--- src/rtl/core/rsp_pkg.sv ---
// Shared widths, register codes, colours and carried-word structs for the
// ray-sphere pixel pipeline. No dependencies.
package rsp_pkg;

  localparam int IMG_WIDTH_DEF   = 512;
  localparam int IMG_HEIGHT_DEF  = 512;
  localparam int VIEW_WIDTH_DEF  = 1;
  localparam int VIEW_HEIGHT_DEF = 1;

  localparam int IN_W   = 24;
  localparam int OUT_W  = 72;
  localparam int CFG_AW = 3;
  localparam int CFG_DW = 16;
  localparam int ADDR_W = 18;

  localparam int VX_W   = 31;
  localparam int D_W    = 32;
  localparam int E_W    = 17;
  localparam int A_W    = 60;
  localparam int B_W    = 50;
  localparam int C_W    = 37;
  localparam int DISC_W = 100;
  localparam int SQ_W   = 48;
  localparam int SQ_RW  = 98;
  localparam int NUM_W  = 60;
  localparam int DEN_W  = 61;
  localparam int DQ_W   = 15;
  localparam int DIV_RW = 80;

  localparam logic [31:0] GREY_COLOR  = 32'hFF808080;
  localparam logic [31:0] LIGHT_COLOR = 32'h00FFDF00;

  typedef enum logic [CFG_AW-1:0] {
    REG_CAMERA_X,
    REG_CAMERA_Y,
    REG_CAMERA_Z,
    REG_SPHERE_X,
    REG_SPHERE_Y,
    REG_SPHERE_Z,
    REG_SPHERE_RADIUS,
    REG_VIEW_DISTANCE
  } cfg_reg_t;

  typedef struct packed {
    logic [ADDR_W-1:0] addr;
    logic [B_W-1:0]    b;
    logic [A_W-1:0]    a;
    logic              miss;
  } sq_side_t;

  typedef struct packed {
    logic [ADDR_W-1:0] addr;
    logic              neg;
    logic              ovf;
    logic              miss;
  } dv_side_t;

endpackage

--- src/rtl/core/rsp_sqrt_cell.sv ---
// One cell of the square-root chain: settles one root bit per stage.
// Depends on rsp_pkg.
module rsp_sqrt_cell import rsp_pkg::*; #(
  parameter int BIT = 0,
  parameter int SW  = 1
) (
  input  logic             clk,
  input  logic             rst,
  input  logic             en,
  input  logic             in_v,
  input  logic [SQ_RW-1:0] in_rem,
  input  logic [SQ_W-1:0]  in_root,
  input  logic [SW-1:0]    in_side,
  output logic             out_v,
  output logic [SQ_RW-1:0] out_rem,
  output logic [SQ_W-1:0]  out_root,
  output logic [SW-1:0]    out_side
);

  logic [SQ_RW-1:0] trial;
  logic             take;

  assign trial = (SQ_RW'(in_root) << (BIT + 1)) | (SQ_RW'(1) << (2 * BIT));
  assign take  = in_rem >= trial;

  always_ff @(posedge clk) begin
    if (rst) begin
      out_v <= 1'b0;
    end else if (en) begin
      out_v <= in_v;
    end
  end

  always_ff @(posedge clk) begin
    if (en) begin
      out_rem  <= take ? in_rem - trial : in_rem;
      out_root <= in_root | (take ? (SQ_W'(1) << BIT) : '0);
      out_side <= in_side;
    end
  end

endmodule

--- config.mk ---
export PLATFORM = sky130hd
export DESIGN_NAME = rsp_sqrt_cell
export DESIGN_NICKNAME = d
export VERILOG_FILES = /design/src/rtl/core/rsp_pkg.sv /design/src/rtl/core/rsp_sqrt_cell.sv
export SDC_FILE = /design/constraint.sdc
export NUM_CORES = 1
export LEC_CHECK = 0
export BUFFER_PORTS_ARGS = -buffer_cell sky130_fd_sc_hd__buf_2
export CAP_MARGIN = 20
export CORE_MARGIN = 4
export CORE_UTILIZATION = 55
export CTS_CLUSTER_DIAMETER = 50
export DETAILED_ROUTE_END_ITERATION = 8
export PLACE_DENSITY_LB_ADDON = 0.1
export SLEW_MARGIN = 15
export SYNTH_ARGS = -nofsm -noshare
export SYNTH_HDL_FRONTEND = slang
export SYNTH_SLANG_ARGS = --single-unit
--- constraint.sdc ---
create_clock -name clk -period 5.92 [get_ports clk]
set_input_delay 0.592 -clock clk [delete_from_list [all_inputs] [get_ports clk]]
set_output_delay 0.592 -clock clk [all_outputs]
set_load 0.05 [all_outputs]
==> impl_metrics.env, run 1 <==
export IMPL_status="completed"
export IMPL_io_buffers=298
export IMPL_synthFlopType="edfxtp_1"
export IMPL_final_cell_area_um2=11700
export IMPL_setup_violations=0
export IMPL_fillers=1353
export IMPL_synth_top_cell_by_area="edfxtp_1"
export IMPL_synthCells=967
export IMPL_syn_nets=1168
export IMPL_die_h_um=139
export IMPL_hpwl_um=21600
export IMPL_arrival_ps=4560
export IMPL_track_usage_pct=28.0
export IMPL_finalClockSkew_ps=0
export IMPL_hold_buffers=0
export IMPL_cts_resized=0
export IMPL_critPathMaxFanout=13
export IMPL_drv_slew=0
export IMPL_synthTopCellsByArea="edfxtp_1 (47%), ha_1 (6.5%), a21oi_1 (5.4%)"
export IMPL_grt_pass1_wl_um=43600
export IMPL_period_minus_slack_ps=4390
export IMPL_wl_met3_um=2090
export IMPL_fmax_mhz=228
export IMPL_ys_ff_latch=148
export IMPL_yosys_top_cells_count="edfxtp_1 (147), nor2_1 (108), a21oi_1 (103), nand2_1 (88), inv_1 (65)"
export IMPL_hp_start="rst"
export IMPL_clkPwrFrac_pct=29.9
export IMPL_synth_edf_count=147
export IMPL_startpoint="in_root[0]"
export IMPL_drtPass1Iterations=5
export IMPL_grt_pass1_vias=8274
export IMPL_area_growth_pct=23.0
export IMPL_post_dp_cell_area_um2=11100
export IMPL_final_core_util_pct=69.7
export IMPL_m1WireLength_um=12000
export IMPL_end_kind="flip-flop"
export IMPL_final_cell_count_no_fill=1488
export IMPL_critical_path_cell_chain="buf_2, inv_1, fa_1, a21oi_1, o211ai_1, a21oi_1, o21ai_0, a311oi_1, o21ai_0, a211o_2, nor4b_1, xor2_1"
export IMPL_avgSynthCellArea_um2=9.82
export IMPL_fin_crit_sh_pct=74.2
export IMPL_fin_setup_tns_ps=0
export IMPL_regArea_um2=4430
export IMPL_worst_path_buf_inv=2
export IMPL_numCtsBuffers=17
export IMPL_wl_per_cell_um=18.5
export IMPL_setup_worst_path_start_class="input pin"
export IMPL_crit_type="input pin to flip-flop"
export IMPL_cts_buffer_depth=2
export IMPL_die_w_um=139
export IMPL_path_delay_family="compound AO/OA/AOI/OAI gates"
export IMPL_worst_pin_slew_ps=1120
export IMPL_dieArea_um2=19400
export IMPL_cts_root_buffer="clkbuf_16"
export IMPL_power_density_nw_per_um2=292
export IMPL_syn_area_um2=9490
export IMPL_clkLatencyLatePin_ps=430
export IMPL_hp_class="input pin to flip-flop"
export IMPL_ys_types=65
export IMPL_max_slew_margin_rel_pct=24.3
export IMPL_cts_sinks=148
export IMPL_cpPeakStageDelay_ps=740
export IMPL_async_flop_share_pct=0
export IMPL_h_tree_depth=4
export IMPL_wl_met2_um=12600
export IMPL_vias_per_cell=5.68
export IMPL_drive_gt1_share_pct=27.4
export IMPL_place_inst=1453
export IMPL_final_antenna_net_count=0
export IMPL_gr_total_overflow=0
export IMPL_power_leakage_nw=4.93
export IMPL_cp_required_ps=6090
export IMPL_p_seq_share_pct=38.9
export IMPL_combPwrFrac_pct=31.2
export IMPL_synth_most_common_cell="edfxtp_1"
export IMPL_ir_worst_vdd_mv=0.210
export IMPL_grt_start_max_net_pins=89
export IMPL_route_detailed_drc=0
export IMPL_antenna_found_initial=2
export IMPL_hold_viol=0
export IMPL_cts_tree="done"
export IMPL_routed_wirelength_um=27500
export IMPL_drtIter0Drc=680
export IMPL_p_int_mw=2.16
export IMPL_cp_slowest_cell="a311oi_1"
export IMPL_max_cap_violations=0
export IMPL_multiInputGateArea_um2=4650
export IMPL_power_mw=3.41
export IMPL_rows=47
export IMPL_ys_warn_count=0
export IMPL_top_layer="met4"
export IMPL_p_switching_mw=1.24
export IMPL_yosysTopAreaCellShare_pct=46.5
export IMPL_rsz0062_at_grt="false"
export IMPL_nets=1453
export IMPL_io_pins=299
export IMPL_coreArea_um2=16800
export IMPL_clk_pin_slew_worst_paths_ps=60
export IMPL_cts_setup_buffers=0
export IMPL_vias=8453
export IMPL_gp_congestion=0.908
export IMPL_rr_startpoint="out_v"
export IMPL_yosysSeqAreaShare_pct=46.7
export IMPL_switching_share_pct=36.5
export IMPL_initial_utilization_pct=56.6
-- routing by layer --
layer	vias up	global-route usage, %
li1	4102	-
met1	3943	38.6
met2	350	44.0
met3	58	5.69
met4	0	10.6
met5	-	0
-- worst reg2reg max path: cells and delay by family (launching register included) --
kind	cells	cell delay [ps]
simple gates	1	50
flops	1	310
mux	1	120
-- cell type report --
type / instances / share of cell area (%)
diodes: 3 / 0.0643
multi-input cells: 718 / 39.8
clock buffers: 19 / 3.71
clock inverters: 13 / 0.943
inverters: 65 / 2.09
well taps: 220 / 2.36
flip-flops and latches: 148 / 38.0
repair buffers: 302 / 13.1
-- metrics by stage --
step                worst slack, ps  hold slack [ps]
floorplan                      2370              664
finish                         1530              307
detailed placement             1280              492
CTS                            1720              301
global route                   1420              319
global placement               1220              472
-- path summary, 6_finish.rpt --
check | to | slack (ps) | cells after the start
hold / removal | out_v | 310 | 2
hold reg to reg | out_v | 500 | 2
setup / recovery | out_rem[86] | 1530 | 12
setup reg to reg | out_v | 5340 | 2
-- logic make-up (layout without fill, tap and decap cells) --
family | count (synthesis) | count (layout) | synth area share [%]
fa+ha+maj | 50 | 50 | 6.67
simple gates | 330 | 330 | 17.2
compound gates | 230 | 230 | 14.7
buf+inv | 101 | 399 | 4.42
other cells | 0 | 3 | 0
flops | 148 | 148 | 46.7
mux | 13 | 13 | 1.53
xor+xnor | 95 | 95 | 8.77
-- state kept, by name, indices dropped and copies added (netlist names) --
name and cells:
out_root 48, out_side 1, out_v 1, out_rem 98
-- cells in the final DEF (no fill, tap or decap), drive strengths merged, types with 3 or more instances in the layout --
cell type and n:
buf 302, edfxtp 147, nor2 108, a21oi 103, nand2 88, inv 66
xnor2 53, ha 49, o21ai 43, xor2 42, nor3 26, nand4 25
clkbuf 19, a211oi 12, mux2 12, or3 11, o21a 11, nor4 11
nand3 10, o211ai 10, or4 9, a21o 8, clkinv 8, a31oi 7
nand2b 7, o21bai 6, and2 6, o31ai 6, a21boi 5, nor2b 5
and4 4, nand3b 4, or2 4, a211o 4, nor4b 4, diode 3
o22ai 3, o2111ai 3, clkinvlp 3
-- power by group through the flow --
| stage | clock network (mW) | registers (mW) | logic [mW] |
|---|---|---|---|
| global placement | 0 | 1.34 | 1.05 |
| floorplan | 0 | 1.75 | 0.351 |
| detailed placement | 0 | 1.34 | 1.06 |
| CTS | 1.03 | 1.32 | 1.06 |
| global route | 1.08 | 1.33 | 1.14 |
| finish | 1.02 | 1.32 | 1.06 |
Power figures use the tool's default switching activity.
==> run 2, diff against run 1 <==
--- a/config.mk
+++ b/config.mk
@@ -8,7 +8,7 @@
 export BUFFER_PORTS_ARGS = -buffer_cell sky130_fd_sc_hd__buf_2
 export CAP_MARGIN = 20
 export CORE_MARGIN = 4
-export CORE_UTILIZATION = 55
+export CORE_UTILIZATION = 52
 export CTS_CLUSTER_DIAMETER = 50
 export DETAILED_ROUTE_END_ITERATION = 8
 export PLACE_DENSITY_LB_ADDON = 0.1
==> constraint.sdc (replaced) <==
create_clock -name clk -period 4.15 [get_ports clk]
set_input_delay 0.415 -clock clk [delete_from_list [all_inputs] [get_ports clk]]
set_output_delay 0.415 -clock clk [all_outputs]
set_load 0.05 [all_outputs]
==> run 2 against run 1 <==
Net effect: non-clock buffer count up 16; final cell count up 1.7%; clock skew unchanged; global-route usage down 1.2 points; sequential power up 42%; wire length up 2.6%; flip-flop and latch count unchanged; utilization down 3.8 points; critical endpoint unchanged; largest cell class unchanged; largest power group unchanged.
==> impl_metrics.env, run 2 (synthesis results as in run 1) <==
export IMPL_status="completed"
export IMPL_end_kind="flip-flop"
export IMPL_fillers=1498
export IMPL_regMostFlops="out_rem"
export IMPL_rsz0062_at_grt="false"
export IMPL_power_leakage_nw=5.02
export IMPL_max_cap_violations=0
export IMPL_crit_type="input pin to flip-flop"
export IMPL_vias=8604
export IMPL_hpwl_um=22100
export IMPL_cts_buffer_depth=2
export IMPL_rows=49
export IMPL_clk_pin_slew_worst_paths_ps=70
export IMPL_route_detailed_drc=0
export IMPL_period_minus_slack_ps=3530
export IMPL_fmax_mhz=283
export IMPL_routed_wirelength_um=28200
export IMPL_grt_pass1_wl_um=43100
export IMPL_r2r_cells=2
export IMPL_track_usage_pct=26.8
export IMPL_largest_register_ffs=98
export IMPL_setup_violations=0
export IMPL_final_cell_count_no_fill=1513
export IMPL_max_slew_margin_rel_pct=43.2
export IMPL_reg_top3="out_rem (98), out_root (48)"
export IMPL_wl_per_cell_um=18.6
export IMPL_initial_utilization_pct=52.8
export IMPL_critPathMaxFanout=13
export IMPL_hold_viol=0
export IMPL_finalClockSkew_ps=0
export IMPL_clkLatencyLatePin_ps=430
export IMPL_h_tree_depth=4
export IMPL_numCtsBuffers=17
export IMPL_ir_worst_vdd_mv=0.293
export IMPL_arrival_ps=3700
export IMPL_worst_pin_slew_ps=852
export IMPL_cts_root_buffer="clkbuf_16"
export IMPL_dieArea_um2=20500
export IMPL_nets=1469
export IMPL_drive_gt1_share_pct=28.6
export IMPL_holdPathStages=2
export IMPL_final_antenna_net_count=0
export IMPL_coreArea_um2=18000
export IMPL_io_buffers=298
export IMPL_antenna_found_initial=2
export IMPL_die_w_um=143
export IMPL_power_density_nw_per_um2=415
export IMPL_area_growth_pct=24.7
export IMPL_cp_required_ps=4320
export IMPL_vias_per_cell=5.69
export IMPL_place_inst=1478
export IMPL_hold_buffers=0
export IMPL_gr_total_overflow=0
export IMPL_final_cell_area_um2=11800
export IMPL_cts_sinks=148
export IMPL_gp_congestion=0.973
export IMPL_drtIter0Drc=676
export IMPL_hp_class="input pin to flip-flop"
export IMPL_cts_setup_buffers=0
export IMPL_cts_tree="done"
export IMPL_fin_setup_tns_ps=0
export IMPL_io_pins=299
export IMPL_setup_worst_path_start_class="input pin"
export IMPL_grt_start_max_net_pins=92
export IMPL_die_h_um=143
export IMPL_post_dp_cell_area_um2=11300
export IMPL_final_common_cell="buf_2"
export IMPL_drtPass1Iterations=5
export IMPL_fin_crit_sh_pct=85.0
export IMPL_cts_resized=0
export IMPL_grt_pass1_vias=8289
export IMPL_final_cell_mix="buf_2 (297), edfxtp_1 (147), nor2_1 (108)"
export IMPL_drv_slew=0
-- run 2: cell types whose count changed in the layout (fill, tap and decap cells not counted), sizes merged --
cell	previous run	this run
buf	302	318
bufinv	1	0
clkbuf	19	17
clkinv	8	3
inv	66	74
-- run 2: layout make-up --
cell class	count	area, um^2	share of cell area, %
Multi-Input combinational cell	718	4650	39.3
Sequential cell	148	4430	37.5
Timing Repair Buffer	318	1660	14.0
Clock buffer	17	425	3.59
Tap cell	229	287	2.42
Inverter	65	244	2.06
Clock inverter	15	131	1.11
Antenna cell	3	7.51	0.0634
-- run 2: critical path, stage by stage --
cell and delay, ps:
buf_2 120, inv_1 50, ha_1 380, nand4_1 230, or4_1 590, nor4bb_1 440, a31oi_1 150, nor4b_4 170
o21a_4 200, a211o_2 460, nor4b_1 380, xor2_1 120
-- run 2: worst paths after layout --
| check | slack [ps] | start | end |
|---|---|---|---|
| worst max-delay path | 620 | in_root[38] | out_rem[86] |
| worst min register to register | 510 | out_v | out_v |
| worst max register to register | 3550 | out_v | out_v |
| worst min-delay path | 130 | rst | out_v |
-- run 2: where the power goes --
group / switching, mW / internal (mW) / total (mW) / leakage, nW
logic: 1.10 / 0.431 / 1.54 / 3.30
clock network: 0.703 / 0.788 / 1.49 / 0.267
registers: 0.0393 / 1.85 / 1.88 / 1.45
total: 1.85 / 3.06 / 4.91 / 5.02
-- run 2: stage by stage --
stage / power [mW] / hold slack (ps) / utilization [%] / setup WS [ps]
6_report: 4.91 / 126 / 65.9 / 621
5_1_grt: 5.10 / 139 / 65.9 / 527
4_1_cts: 4.92 / 121 / 65.8 / 679
3_5_place_dp: 3.44 / 486 / 62.7 / 209
3_3_place_gp: 3.43 / 472 / 62.7 / 277
2_1_floorplan: 2.99 / 487 / - / 780
-- run 2: routing by layer --
| layer | up-vias | share of wire [%] | GRT usage [%] |
|---|---|---|---|
| li1 | 4137 | - | - |
| met1 | 4079 | 40 | 33.3 |
| met2 | 344 | 51 | 48.0 |
| met3 | 42 | 7.0 | 5.06 |
| met4 | 2 | 1.8 | 6.95 |
| met5 | - | 0.046 | 0 |
