### config.mk
export PLATFORM = sky130hd
export DESIGN_NAME = rsp_view_map
export DESIGN_NICKNAME = d
export VERILOG_FILES = /design/src/rtl/core/rsp_pkg.sv /design/src/rtl/core/rsp_view_map.sv
export SDC_FILE = /design/constraint.sdc
export NUM_CORES = 1
export LEC_CHECK = 0
export ABC_AREA = 1
export BUFFER_PORTS_ARGS = -buffer_cell sky130_fd_sc_hd__buf_2
export CAP_MARGIN = 20
export CORE_MARGIN = 2
export CORE_UTILIZATION = 55
export DETAILED_ROUTE_END_ITERATION = 7
export GPL_TIMING_DRIVEN = 0
export PLACE_DENSITY = 0.89
export SYNTH_ARGS = -nofsm -noshare
export SYNTH_HDL_FRONTEND = slang
export SYNTH_SLANG_ARGS = --single-unit
### constraint.sdc
create_clock -name clk -period 2.17 [get_ports clk]
set_clock_uncertainty 0.2 [all_clocks]
set_input_delay 0.3255 -clock clk [delete_from_list [all_inputs] [get_ports clk]]
set_output_delay 0.3255 -clock clk [all_outputs]
set_load 0.02 [all_outputs]
### src/rtl/core/rsp_pkg.sv
// Shared widths, register codes, colours and carried-word structs for the
// ray-sphere pixel pipeline. No dependencies.
package rsp_pkg;

  localparam int IMG_WIDTH_DEF   = 512;
  localparam int IMG_HEIGHT_DEF  = 512;
  localparam int VIEW_WIDTH_DEF  = 1;
  localparam int VIEW_HEIGHT_DEF = 1;

  localparam int IN_W   = 24;
  localparam int OUT_W  = 72;
  localparam int CFG_AW = 3;
  localparam int CFG_DW = 16;
  localparam int ADDR_W = 18;

  localparam int VX_W   = 31;
  localparam int D_W    = 32;
  localparam int E_W    = 17;
  localparam int A_W    = 60;
  localparam int B_W    = 50;
  localparam int C_W    = 37;
  localparam int DISC_W = 100;
  localparam int SQ_W   = 48;
  localparam int SQ_RW  = 98;
  localparam int NUM_W  = 60;
  localparam int DEN_W  = 61;
  localparam int DQ_W   = 15;
  localparam int DIV_RW = 80;

  localparam logic [31:0] GREY_COLOR  = 32'hFF808080;
  localparam logic [31:0] LIGHT_COLOR = 32'h00FFDF00;

  typedef enum logic [CFG_AW-1:0] {
    REG_CAMERA_X,
    REG_CAMERA_Y,
    REG_CAMERA_Z,
    REG_SPHERE_X,
    REG_SPHERE_Y,
    REG_SPHERE_Z,
    REG_SPHERE_RADIUS,
    REG_VIEW_DISTANCE
  } cfg_reg_t;

  typedef struct packed {
    logic [ADDR_W-1:0] addr;
    logic [B_W-1:0]    b;
    logic [A_W-1:0]    a;
    logic              miss;
  } sq_side_t;

  typedef struct packed {
    logic [ADDR_W-1:0] addr;
    logic              neg;
    logic              ovf;
    logic              miss;
  } dv_side_t;

endpackage

### src/rtl/core/rsp_view_map.sv
// Three-stage map of one pixel coordinate onto the viewport plane (Q8).
// Depends on rsp_pkg.
module rsp_view_map import rsp_pkg::*; #(
  parameter int IMG  = IMG_WIDTH_DEF,
  parameter int VIEW = VIEW_WIDTH_DEF,
  parameter bit FLIP = 1'b0
) (
  input  logic                  clk,
  input  logic                  en,
  input  logic [8:0]            coord,
  output logic signed [VX_W-1:0] v
);

  localparam int N_W   = 30;
  localparam int SH    = N_W + $clog2(IMG);
  localparam int M_W   = N_W + 1;
  localparam int P_W   = N_W + M_W;
  localparam int SCALE = VIEW * 128;
  localparam logic [63:0] RECIP = (64'd1 << SH) / IMG;

  logic signed [14:0] twoc;
  logic signed [14:0] k;
  logic [13:0]        kmag;
  logic [P_W-1:0]     prod;
  logic [N_W-1:0]     rem;
  logic [N_W-1:0]     q;

  logic [N_W-1:0] na, nb, qb;
  logic           nega, negb;

  always_comb begin
    twoc = signed'({5'b0, coord, 1'b0});
    k    = FLIP ? (15'(IMG) - twoc) : (twoc - 15'(IMG));
    kmag = 14'(k[14] ? -k : k);
    prod = P_W'(na) * P_W'(RECIP[M_W-1:0]);
    rem  = nb - N_W'(44'(qb) * 44'(IMG));
    q    = qb + N_W'(rem >= N_W'(IMG));
  end

  always_ff @(posedge clk) begin
    if (en) begin
      na   <= N_W'(32'(kmag) * 32'(SCALE));
      nega <= k[14];
      nb   <= na;
      qb   <= N_W'(prod >> SH);
      negb <= nega;
      v    <= negb ? -signed'(VX_W'(q)) : signed'(VX_W'(q));
    end
  end

endmodule

==> results of run 1 <==
==> worst max path at each step <==
stage	from	to	depth (start not counted)
floorplan	qb[4]$_DFFE_PP_	v[11]$_DFFE_PP_	8
global placement	qb[2]$_DFFE_PP_	v[11]$_DFFE_PP_	8
detailed placement	qb[2]$_DFFE_PP_	v[11]$_DFFE_PP_	8
CTS	qb[2]$_DFFE_PP_	v[11]$_DFFE_PP_	8
global route	qb[2]$_DFFE_PP_	v[11]$_DFFE_PP_	8
finish	qb[2]$_DFFE_PP_	v[11]$_DFFE_PP_	8
==> kinds of logic (layout without fill, tap and decap cells) <==
logic type / after synthesis / in the layout / synth area share
other: 1 / 4 / 0.00170
XOR/XNOR: 8 / 8 / 0.0317
adder cells (fa/ha/maj): 3 / 3 / 0.0170
AND/OR/NAND/NOR: 73 / 73 / 0.156
flip-flops: 50 / 50 / 0.679
AO/OA/AOI/OAI: 17 / 17 / 0.0447
buffers and inverters: 32 / 81 / 0.0707
==> cell type report <==
type                    count  area [um^2]  share of cell area
plain buffers              10         73.8              0.0284
clock buffers               6         72.6              0.0279
clock inverters             2         37.5              0.0144
inverters                  22         82.6              0.0317
multi-input cells         105          566               0.217
flip-flops and latches     50         1500               0.577
well taps                  50         62.6              0.0241
repair buffers             41          205              0.0789
==> cells in the final DEF, fill, tap and decap left out, types with 6 or more instances in the layout <==
cell type / instances
nand2_1: 37
buf_4: 7
nand3_1: 11
buf_2: 43
inv_1: 21
a31oi_1: 11
nor2_1: 13
o21ai_0: 6
edfxtp_1: 50
==> routing by layer <==
| layer | track usage | vias up |
|---|---|---|
| li1 | - | 715 |
| met1 | 0.168 | 602 |
| met2 | 0.262 | 49 |
| met3 | 0.0500 | 7 |
| met4 | 0.0740 | 0 |
| met5 | 0 | - |
==> flip-flops by register name, indices dropped and copies added (netlist names) <==
| signal | count |
|---|---|
| v | 24 |
| na | 12 |
| qb | 12 |
| nega | 1 |
| negb | 1 |
==> metrics by stage <==
step | util | hold slack, ns | total power, uW | std cells | setup slack [ns]
after floorplan | - | 0.200 | 1370 | 187 | 0.434
after global placement | 0.632 | 0.200 | 1450 | 278 | 0.333
after detailed placement | 0.632 | 0.206 | 1460 | 278 | 0.295
after CTS | 0.660 | 0.112 | 2080 | 286 | 0.276
after global routing | 0.660 | 0.141 | 2160 | 286 | 0.156
final | 0.660 | 0.115 | 2060 | 286 | 0.282
==> power by group <==
group | switching, uW | total [uW] | internal [uW]
Combinational | 165 | 252 | 87.3
Clock | 278 | 622 | 344
Sequential | 29.0 | 1190 | 1160
Total | 472 | 2060 | 1590
==> worst max-delay path: cells and delay by family, from the launching register on <==
kind	cells	cell delay [ns]
adders and majority gates	1	0.23
and+or+nand+nor	6	0.68
AOI/OAI and AO/OA	1	0.07
DFF	1	0.46
==> flow_summary.toml, run 1 <==
[cts]
post-cts-setup-buffers = 0
path_clk_slew_ns = 0.08
clkSinkCount = 50
cts_resized = 0
clockRootBuffer = "clkbuf_8"
clk-insertion-delay-late_ns = 0.29
cts_tree = "done"
cts-htree-levels = 2
numCtsBuffers = 5
clockBufferDepth = 2
postCtsHoldBufs = 0

[drt]
routed.top_layer = "met4"
first_pass_iters = 4
num_vias = 1373
wire_per_inst_um = 10.6
route.detailed.drc = 0
wl_um = 3040
drt_iter0_drc = 150
wl_met2_um = 1560
vias_per_cell = 4.80
wl_met1_um = 1220
postRouteAntennaNets = 0
dr_wl_met3_um = 199

[yosys]
netlist_area_um2 = 2210
synth_edf_count = 50
synth-seq-cells = 50
synth.most_common_cell = "edfxtp_1"
yosysTopAreaCellShare = 0.679
async_flop_share = 0
ys_seq_area_frac = 0.679
synth_area_per_cell_um2 = 12.0
synthTopCellsByArea = "edfxtp_1 (68%), nand2_1 (6.3%), inv_1 (3.6%)"
yosysTopAreaCell = "edfxtp_1"
synth_top_cells_by_count = "edfxtp_1 (50), nand2_1 (37), inv_1 (21)"
synth_warnings = 0
synth_cell_type_count = 20
netlist_instances = 184
synth_ff_type = "edfxtp_1"

[timing]
final_hold_viol_count = 0
grt_setup_unrepaired = "false"
max_freq_mhz = 530
tightest_slew_ns = 1.03
post-route-period-util = 0.870
setup_viol = 0
drv_slew = 0
max_slew_margin = 0.312
finalSetupTns_ns = 0
layout_min_cycle_time_ns = 1.89

[placed_design]
place_congestion = 0.781
place_hpwl_um = 2240
place_area_um2 = 2490
portBuffers = 41

[flow_run]
maxCapViolCount = 0

[global_route]
antenna_found_initial = 0
first_global_vias = 1192
grtUsageTotal = 0.152
grt_pass1_wl_um = 4970
gr-total-overflow = 0
grt_max_degree = 51

[min_path]
min_to = "na[15]$_DFFE_PP_"
holdPathStages = 3
min_path_type = "in2reg"
hold_start = "coord[7]"

[setup_path]
crit_top_cell = "nand2_1"
crit_required_ns = 2.02
r2r_end = "v[11]$_DFFE_PP_"
r2r_cells = 8
start_kind = "register"
regToRegSetupSlack_ns = 0.28
crit_chain = "nor2_2, nand2_1, nor2_4, nand2_2, nor2_1, ha_1, nand2_1, o21ai_0"
crit_arrival_ns = 1.74
path_max_fanout = 6
timing.rr.start = "qb[2]$_DFFE_PP_"
max_stage_delay_ns = 0.46
cp-end-kind = "register"
cpMaxStageDelayCell = "edfxtp_1"
worstSetupPathType = "reg2reg"

[power_and_ir_drop]
power_density_nw_per_um2 = 792
power.leakage_uw = 0.00112
ir_worst_vdd_uv = 452

[final_layout]
fillerInstances = 300
nNetsFinal = 249
antenna_cells = 0
final_area_um2 = 2600
area_growth_pct = 17.6
drive_gt1_frac = 0.292

[die]
start_util = 0.561
die_area_um2 = 4550
ios = 42
die_x_um = 67.4
die_h_um = 67.4
core_um2 = 3940
std_cell_rows = 23

[run_status]
outcome = "completed"
Power figures use the tool's default switching activity.
==> run 2: changes to the inputs <==
Settings changed: REMOVE_ABC_BUFFERS set to 1.
==> run 2 against run 1 <==
Sequential share of layout area is 2.2 points higher. Die area stayed put. Power is 6.4% lower. Register-to-register slack hardly changed. Wire length hardly changed. Global-route usage is 0.13 points higher. Critical path type unchanged. Largest power group unchanged.
==> flow_summary.toml, run 2 (synthesis gave the netlist of run 1 again) <==
[final_layout]
final_area_um2 = 2500
layout_commonest_cell = "edfxtp_1"
drive_gt1_frac = 0.261
regMostFlops = "v"
area_growth_pct = 13.2
utilization = 0.635
nNetsFinal = 239
fillerInstances = 303
reg.largest.list = "v: 24 flops, na: 12 flops, qb: 12 flops"
final_cell_mix = "edfxtp_1 (50), buf_2 (41), nand2_1 (37)"
antenna_cells = 0
largest_reg_flops = 24

[placed_design]
place_hpwl_um = 2220
place_area_um2 = 2420
place_congestion = 0.811
portBuffers = 41

[setup_path]
crit_chain = "nor2_2, nand2_1, nor2_4, nand2_2, nor2_1, ha_1, nand2_1, o21ai_0"
crit_top_cell = "nand2_1"
cp-end-kind = "register"
max_stage_delay_ns = 0.46
start_kind = "register"
crit_required_ns = 2.01
cpMaxStageDelayCell = "edfxtp_1"
path_max_fanout = 6
worstSetupPathType = "reg2reg"
crit_arrival_ns = 1.74

[run_status]
outcome = "completed"

[timing]
max_freq_mhz = 526
finalSetupTns_ns = 0
post-route-period-util = 0.876
final_hold_viol_count = 0
setup_viol = 0
layout_min_cycle_time_ns = 1.90
max_slew_margin = 0.316
tightest_slew_ns = 1.03
drv_slew = 0
grt_setup_unrepaired = "false"

[global_route]
antenna_found_initial = 0
gr-total-overflow = 0
grtUsageTotal = 0.153
first_global_vias = 1199
grt_max_degree = 51
grt_pass1_wl_um = 5020

[flow_run]
maxCapViolCount = 0

[power_and_ir_drop]
p_sw_uw = 468
p_sw_frac = 0.243
p_seq_frac = 0.616
pwr-share-comb = 0.122
pwr-share-clk = 0.261
power_density_nw_per_um2 = 770
intPower_uw = 1460
power.leakage_uw = 0.00106
ir_worst_vdd_uv = 408

[cts]
clkSinkCount = 50
clk-insertion-delay-late_ns = 0.29
postCtsHoldBufs = 0
cts_resized = 0
path_clk_slew_ns = 0.09
clockRootBuffer = "clkbuf_8"
numCtsBuffers = 5
cts_tree = "done"
post-cts-setup-buffers = 0
clockBufferDepth = 2
cts-htree-levels = 2

[die]
die_h_um = 67.4
die_area_um2 = 4550
start_util = 0.561
std_cell_rows = 23
ios = 42
core_um2 = 3940
die_x_um = 67.4

[drt]
first_pass_iters = 4
drt_iter0_drc = 123
route.detailed.drc = 0
vias_per_cell = 4.86
postRouteAntennaNets = 0
wl_um = 3050
num_vias = 1340
wire_per_inst_um = 11.0

[min_path]
min_path_type = "in2reg"
-- run 2: cell count changes in the layout (fill, tap and decap cells not counted), sizes merged --
cell and delta:
clkinv +2, clkinvlp -1, buf -10, bufinv -1
-- run 2: metrics by stage --
step           power [uW]  std cells  setup WS (ns)  hold WS, ns
4_1_cts              1940        276          0.255        0.120
2_1_floorplan        1360        177          0.415        0.200
3_3_place_gp         1430        268          0.289        0.200
6_report             1930        276          0.269        0.126
3_5_place_dp         1450        268          0.269        0.205
5_1_grt              2030        276          0.125        0.140
-- run 2: routing by layer --
layer	vias to the layer above	share of wire	track usage
li1	696	-	-
met1	590	0.40	0.162
met2	49	0.52	0.278
met3	5	0.057	0.0500
met4	0	0.017	0.0638
met5	-	0	0
-- run 2: path summary, 6_finish.rpt --
kind                          from          endpoint  slack [ns]  cells after the start
setup / recovery   qb[2]$_DFFE_PP_   v[11]$_DFFE_PP_        0.27                      8
setup reg to reg   qb[2]$_DFFE_PP_   v[11]$_DFFE_PP_        0.27                      8
hold / removal            coord[7]  na[15]$_DFFE_PP_        0.13                      3
hold reg to reg   na[15]$_DFFE_PP_   qb[6]$_DFFE_PP_        0.22                      0
-- run 2: critical path, delay by kind of cell (launching register included) --
kind                     cells  cell delay (ns)
flip-flops                   1             0.46
AND/OR/NAND/NOR              6             0.68
adder cells (fa/ha/maj)      1             0.23
AO/OA/AOI/OAI                1             0.08
-- run 2: final cells by class --
type / instances / area, um^2 / area share
Clock buffer: 6 / 72.6 / 0.0290
Tap cell: 50 / 62.6 / 0.0250
Inverter: 22 / 82.6 / 0.0330
Sequential cell: 50 / 1500 / 0.600
Timing Repair Buffer: 41 / 205 / 0.0820
Multi-Input combinational cell: 105 / 566 / 0.226
Clock inverter: 2 / 13.8 / 0.00550
-- run 2: power groups by stage --
stage	Combinational [uW]	Sequential (uW)	Clock (uW)
after floorplan	96.5	1260	0
after global placement	228	1210	0
after detailed placement	237	1210	0
after CTS	238	1190	515
after global routing	264	1200	563
final	236	1190	504
==> run 3: changes to the inputs <==
Settings changed: CORE_MARGIN 2 to not set, CORE_UTILIZATION 55 to 50, CTS_CLUSTER_DIAMETER set to 50, PLACE_DENSITY 0.89 to 0.83.
==> run 3 against run 2 <==
Sequential power is essentially flat. Wire length fell by 2.9%. Core utilization is 2.3 points lower. Cell count fell by 0.36%. Global-route usage down 1.0 points. First-iteration DRC count increased by 27%. Design area increased by 0.65%. Critical path depth unchanged. Sequential share of layout area down 0.39 points. Largest power group unchanged. Highest routed layer unchanged.
==> flow_summary.toml, run 3 (synthesis gave the netlist of run 1 again) <==
[power_and_ir_drop]
pwr-share-comb = 0.115
ir_worst_vdd_uv = 316
p_sw_uw = 461
p_seq_frac = 0.586
power_density_nw_per_um2 = 804
p_total_uw = 2030
power.leakage_uw = 0.00107
intPower_uw = 1570
pwr-share-clk = 0.299
p_sw_frac = 0.227

[timing]
grt_setup_unrepaired = "false"
max_slew_margin = 0.307
layout_min_cycle_time_ns = 1.92
drv_slew = 0
setup_viol = 0
post-route-period-util = 0.883
finalSetupTns_ns = 0
final_hold_viol_count = 0
tightest_slew_ns = 1.04
max_freq_mhz = 522

[die]
die_x_um = 68.5
die_h_um = 68.5
ios = 42
std_cell_rows = 23
die_area_um2 = 4690
core_um2 = 4120
start_util = 0.538

[drt]
vias_per_cell = 4.85
wire_per_inst_um = 10.8
num_vias = 1334
route.detailed.drc = 0
first_pass_iters = 4
wl_um = 2960
postRouteAntennaNets = 0
drt_iter0_drc = 156

[setup_path]
crit_arrival_ns = 1.76
cp-end-kind = "register"
crit_top_cell = "nand2_1"
crit_required_ns = 2.01
max_stage_delay_ns = 0.46
start_kind = "register"
worstSetupPathType = "reg2reg"
path_max_fanout = 6
cpMaxStageDelayCell = "edfxtp_1"
crit_chain = "nor2_2, nand2_1, nor2_4, nand2_2, nor2_1, ha_1, nand2_1, o21ai_0"

[cts]
numCtsBuffers = 5
clkSinkCount = 50
post-cts-setup-buffers = 0
path_clk_slew_ns = 0.08
clockRootBuffer = "clkbuf_8"
clockBufferDepth = 2
cts_resized = 0
postCtsHoldBufs = 0
cts-htree-levels = 2
clk-insertion-delay-late_ns = 0.30
cts_tree = "done"

[final_layout]
layout_commonest_cell = "edfxtp_1"
largest_reg_flops = 24
final_cell_mix = "edfxtp_1 (50), buf_2 (41), nand2_1 (37)"
nNetsFinal = 239
layout.cells.non_filler = 275
antenna_cells = 0
reg.largest.list = "v: 24 flops, na: 12 flops, qb: 12 flops"
final_area_um2 = 2520
regMostFlops = "v"
area_growth_pct = 13.9
fillerInstances = 320
utilization = 0.612
drive_gt1_frac = 0.258

[global_route]
grtUsageTotal = 0.143
grt_pass1_wl_um = 4660
first_global_vias = 1134
antenna_found_initial = 0
grt_max_degree = 51
gr-total-overflow = 0

[placed_design]
place_congestion = 0.803
place_area_um2 = 2420
placed_cells = 268
place_hpwl_um = 2100
portBuffers = 41

[run_status]
outcome = "completed"

[min_path]
min_path_type = "in2reg"

[flow_run]
maxCapViolCount = 0
[run 3: cell count changes in the layout (fill, tap and decap cells not counted)]
| cell | change |
|---|---|
| clkinv_1 | +1 |
| clkbuf_1 | -1 |
| clkinv_2 | -1 |
| bufinv_16 | +1 |
| clkinv_4 | -1 |
[run 3: final timing paths]
kind | slack (ns) | to | start | cells after the start
min reg2reg | 0.22 | qb[7]$_DFFE_PP_ | na[16]$_DFFE_PP_ | 0
min | 0.10 | na[15]$_DFFE_PP_ | coord[7] | 3
max | 0.25 | v[11]$_DFFE_PP_ | qb[2]$_DFFE_PP_ | 8
max reg2reg | 0.25 | v[11]$_DFFE_PP_ | qb[2]$_DFFE_PP_ | 8
[run 3: per-layer routing]
layer  GRT usage  up-vias  share of wire
met5           0        -              0
met4      0.0833        0          0.025
met3      0.0559        8          0.065
met2       0.241       52           0.50
met1       0.150      578           0.41
li1            -      696              -
[run 3: area by class of cell]
| cell class | count | area [um^2] | share of cell area |
|---|---|---|---|
| Clock inverter | 2 | 33.8 | 0.0134 |
| Clock buffer | 5 | 68.8 | 0.0273 |
| Tap cell | 50 | 62.6 | 0.0248 |
| Multi-Input combinational cell | 105 | 566 | 0.224 |
| Inverter | 22 | 82.6 | 0.0328 |
| Timing Repair Buffer | 41 | 205 | 0.0814 |
| Sequential cell | 50 | 1500 | 0.596 |
[run 3: worst max-delay path, delay by kind of cell, from the launching register on]
family | cells | cell delay, ns
fa+ha+maj | 1 | 0.23
simple gates | 6 | 0.70
compound gates | 1 | 0.08
flops | 1 | 0.46
[run 3: power groups by stage]
stage          sequential (uW)  combinational [uW]  clock [uW]
3_5_place_dp              1210                 235           0
3_3_place_gp              1210                 228           0
4_1_cts                   1190                 235         626
5_1_grt                   1200                 264         660
6_report                  1190                 232         606
2_1_floorplan             1260                96.5           0
[run 3: through the flow]
| stage | setup WS [ns] | hold slack [ns] |
|---|---|---|
| floorplan | 0.415 | 0.200 |
| global placement | 0.292 | 0.200 |
| finish | 0.253 | 0.105 |
| detailed placement | 0.244 | 0.205 |
| global route | 0.118 | 0.116 |
| CTS | 0.234 | 0.0968 |
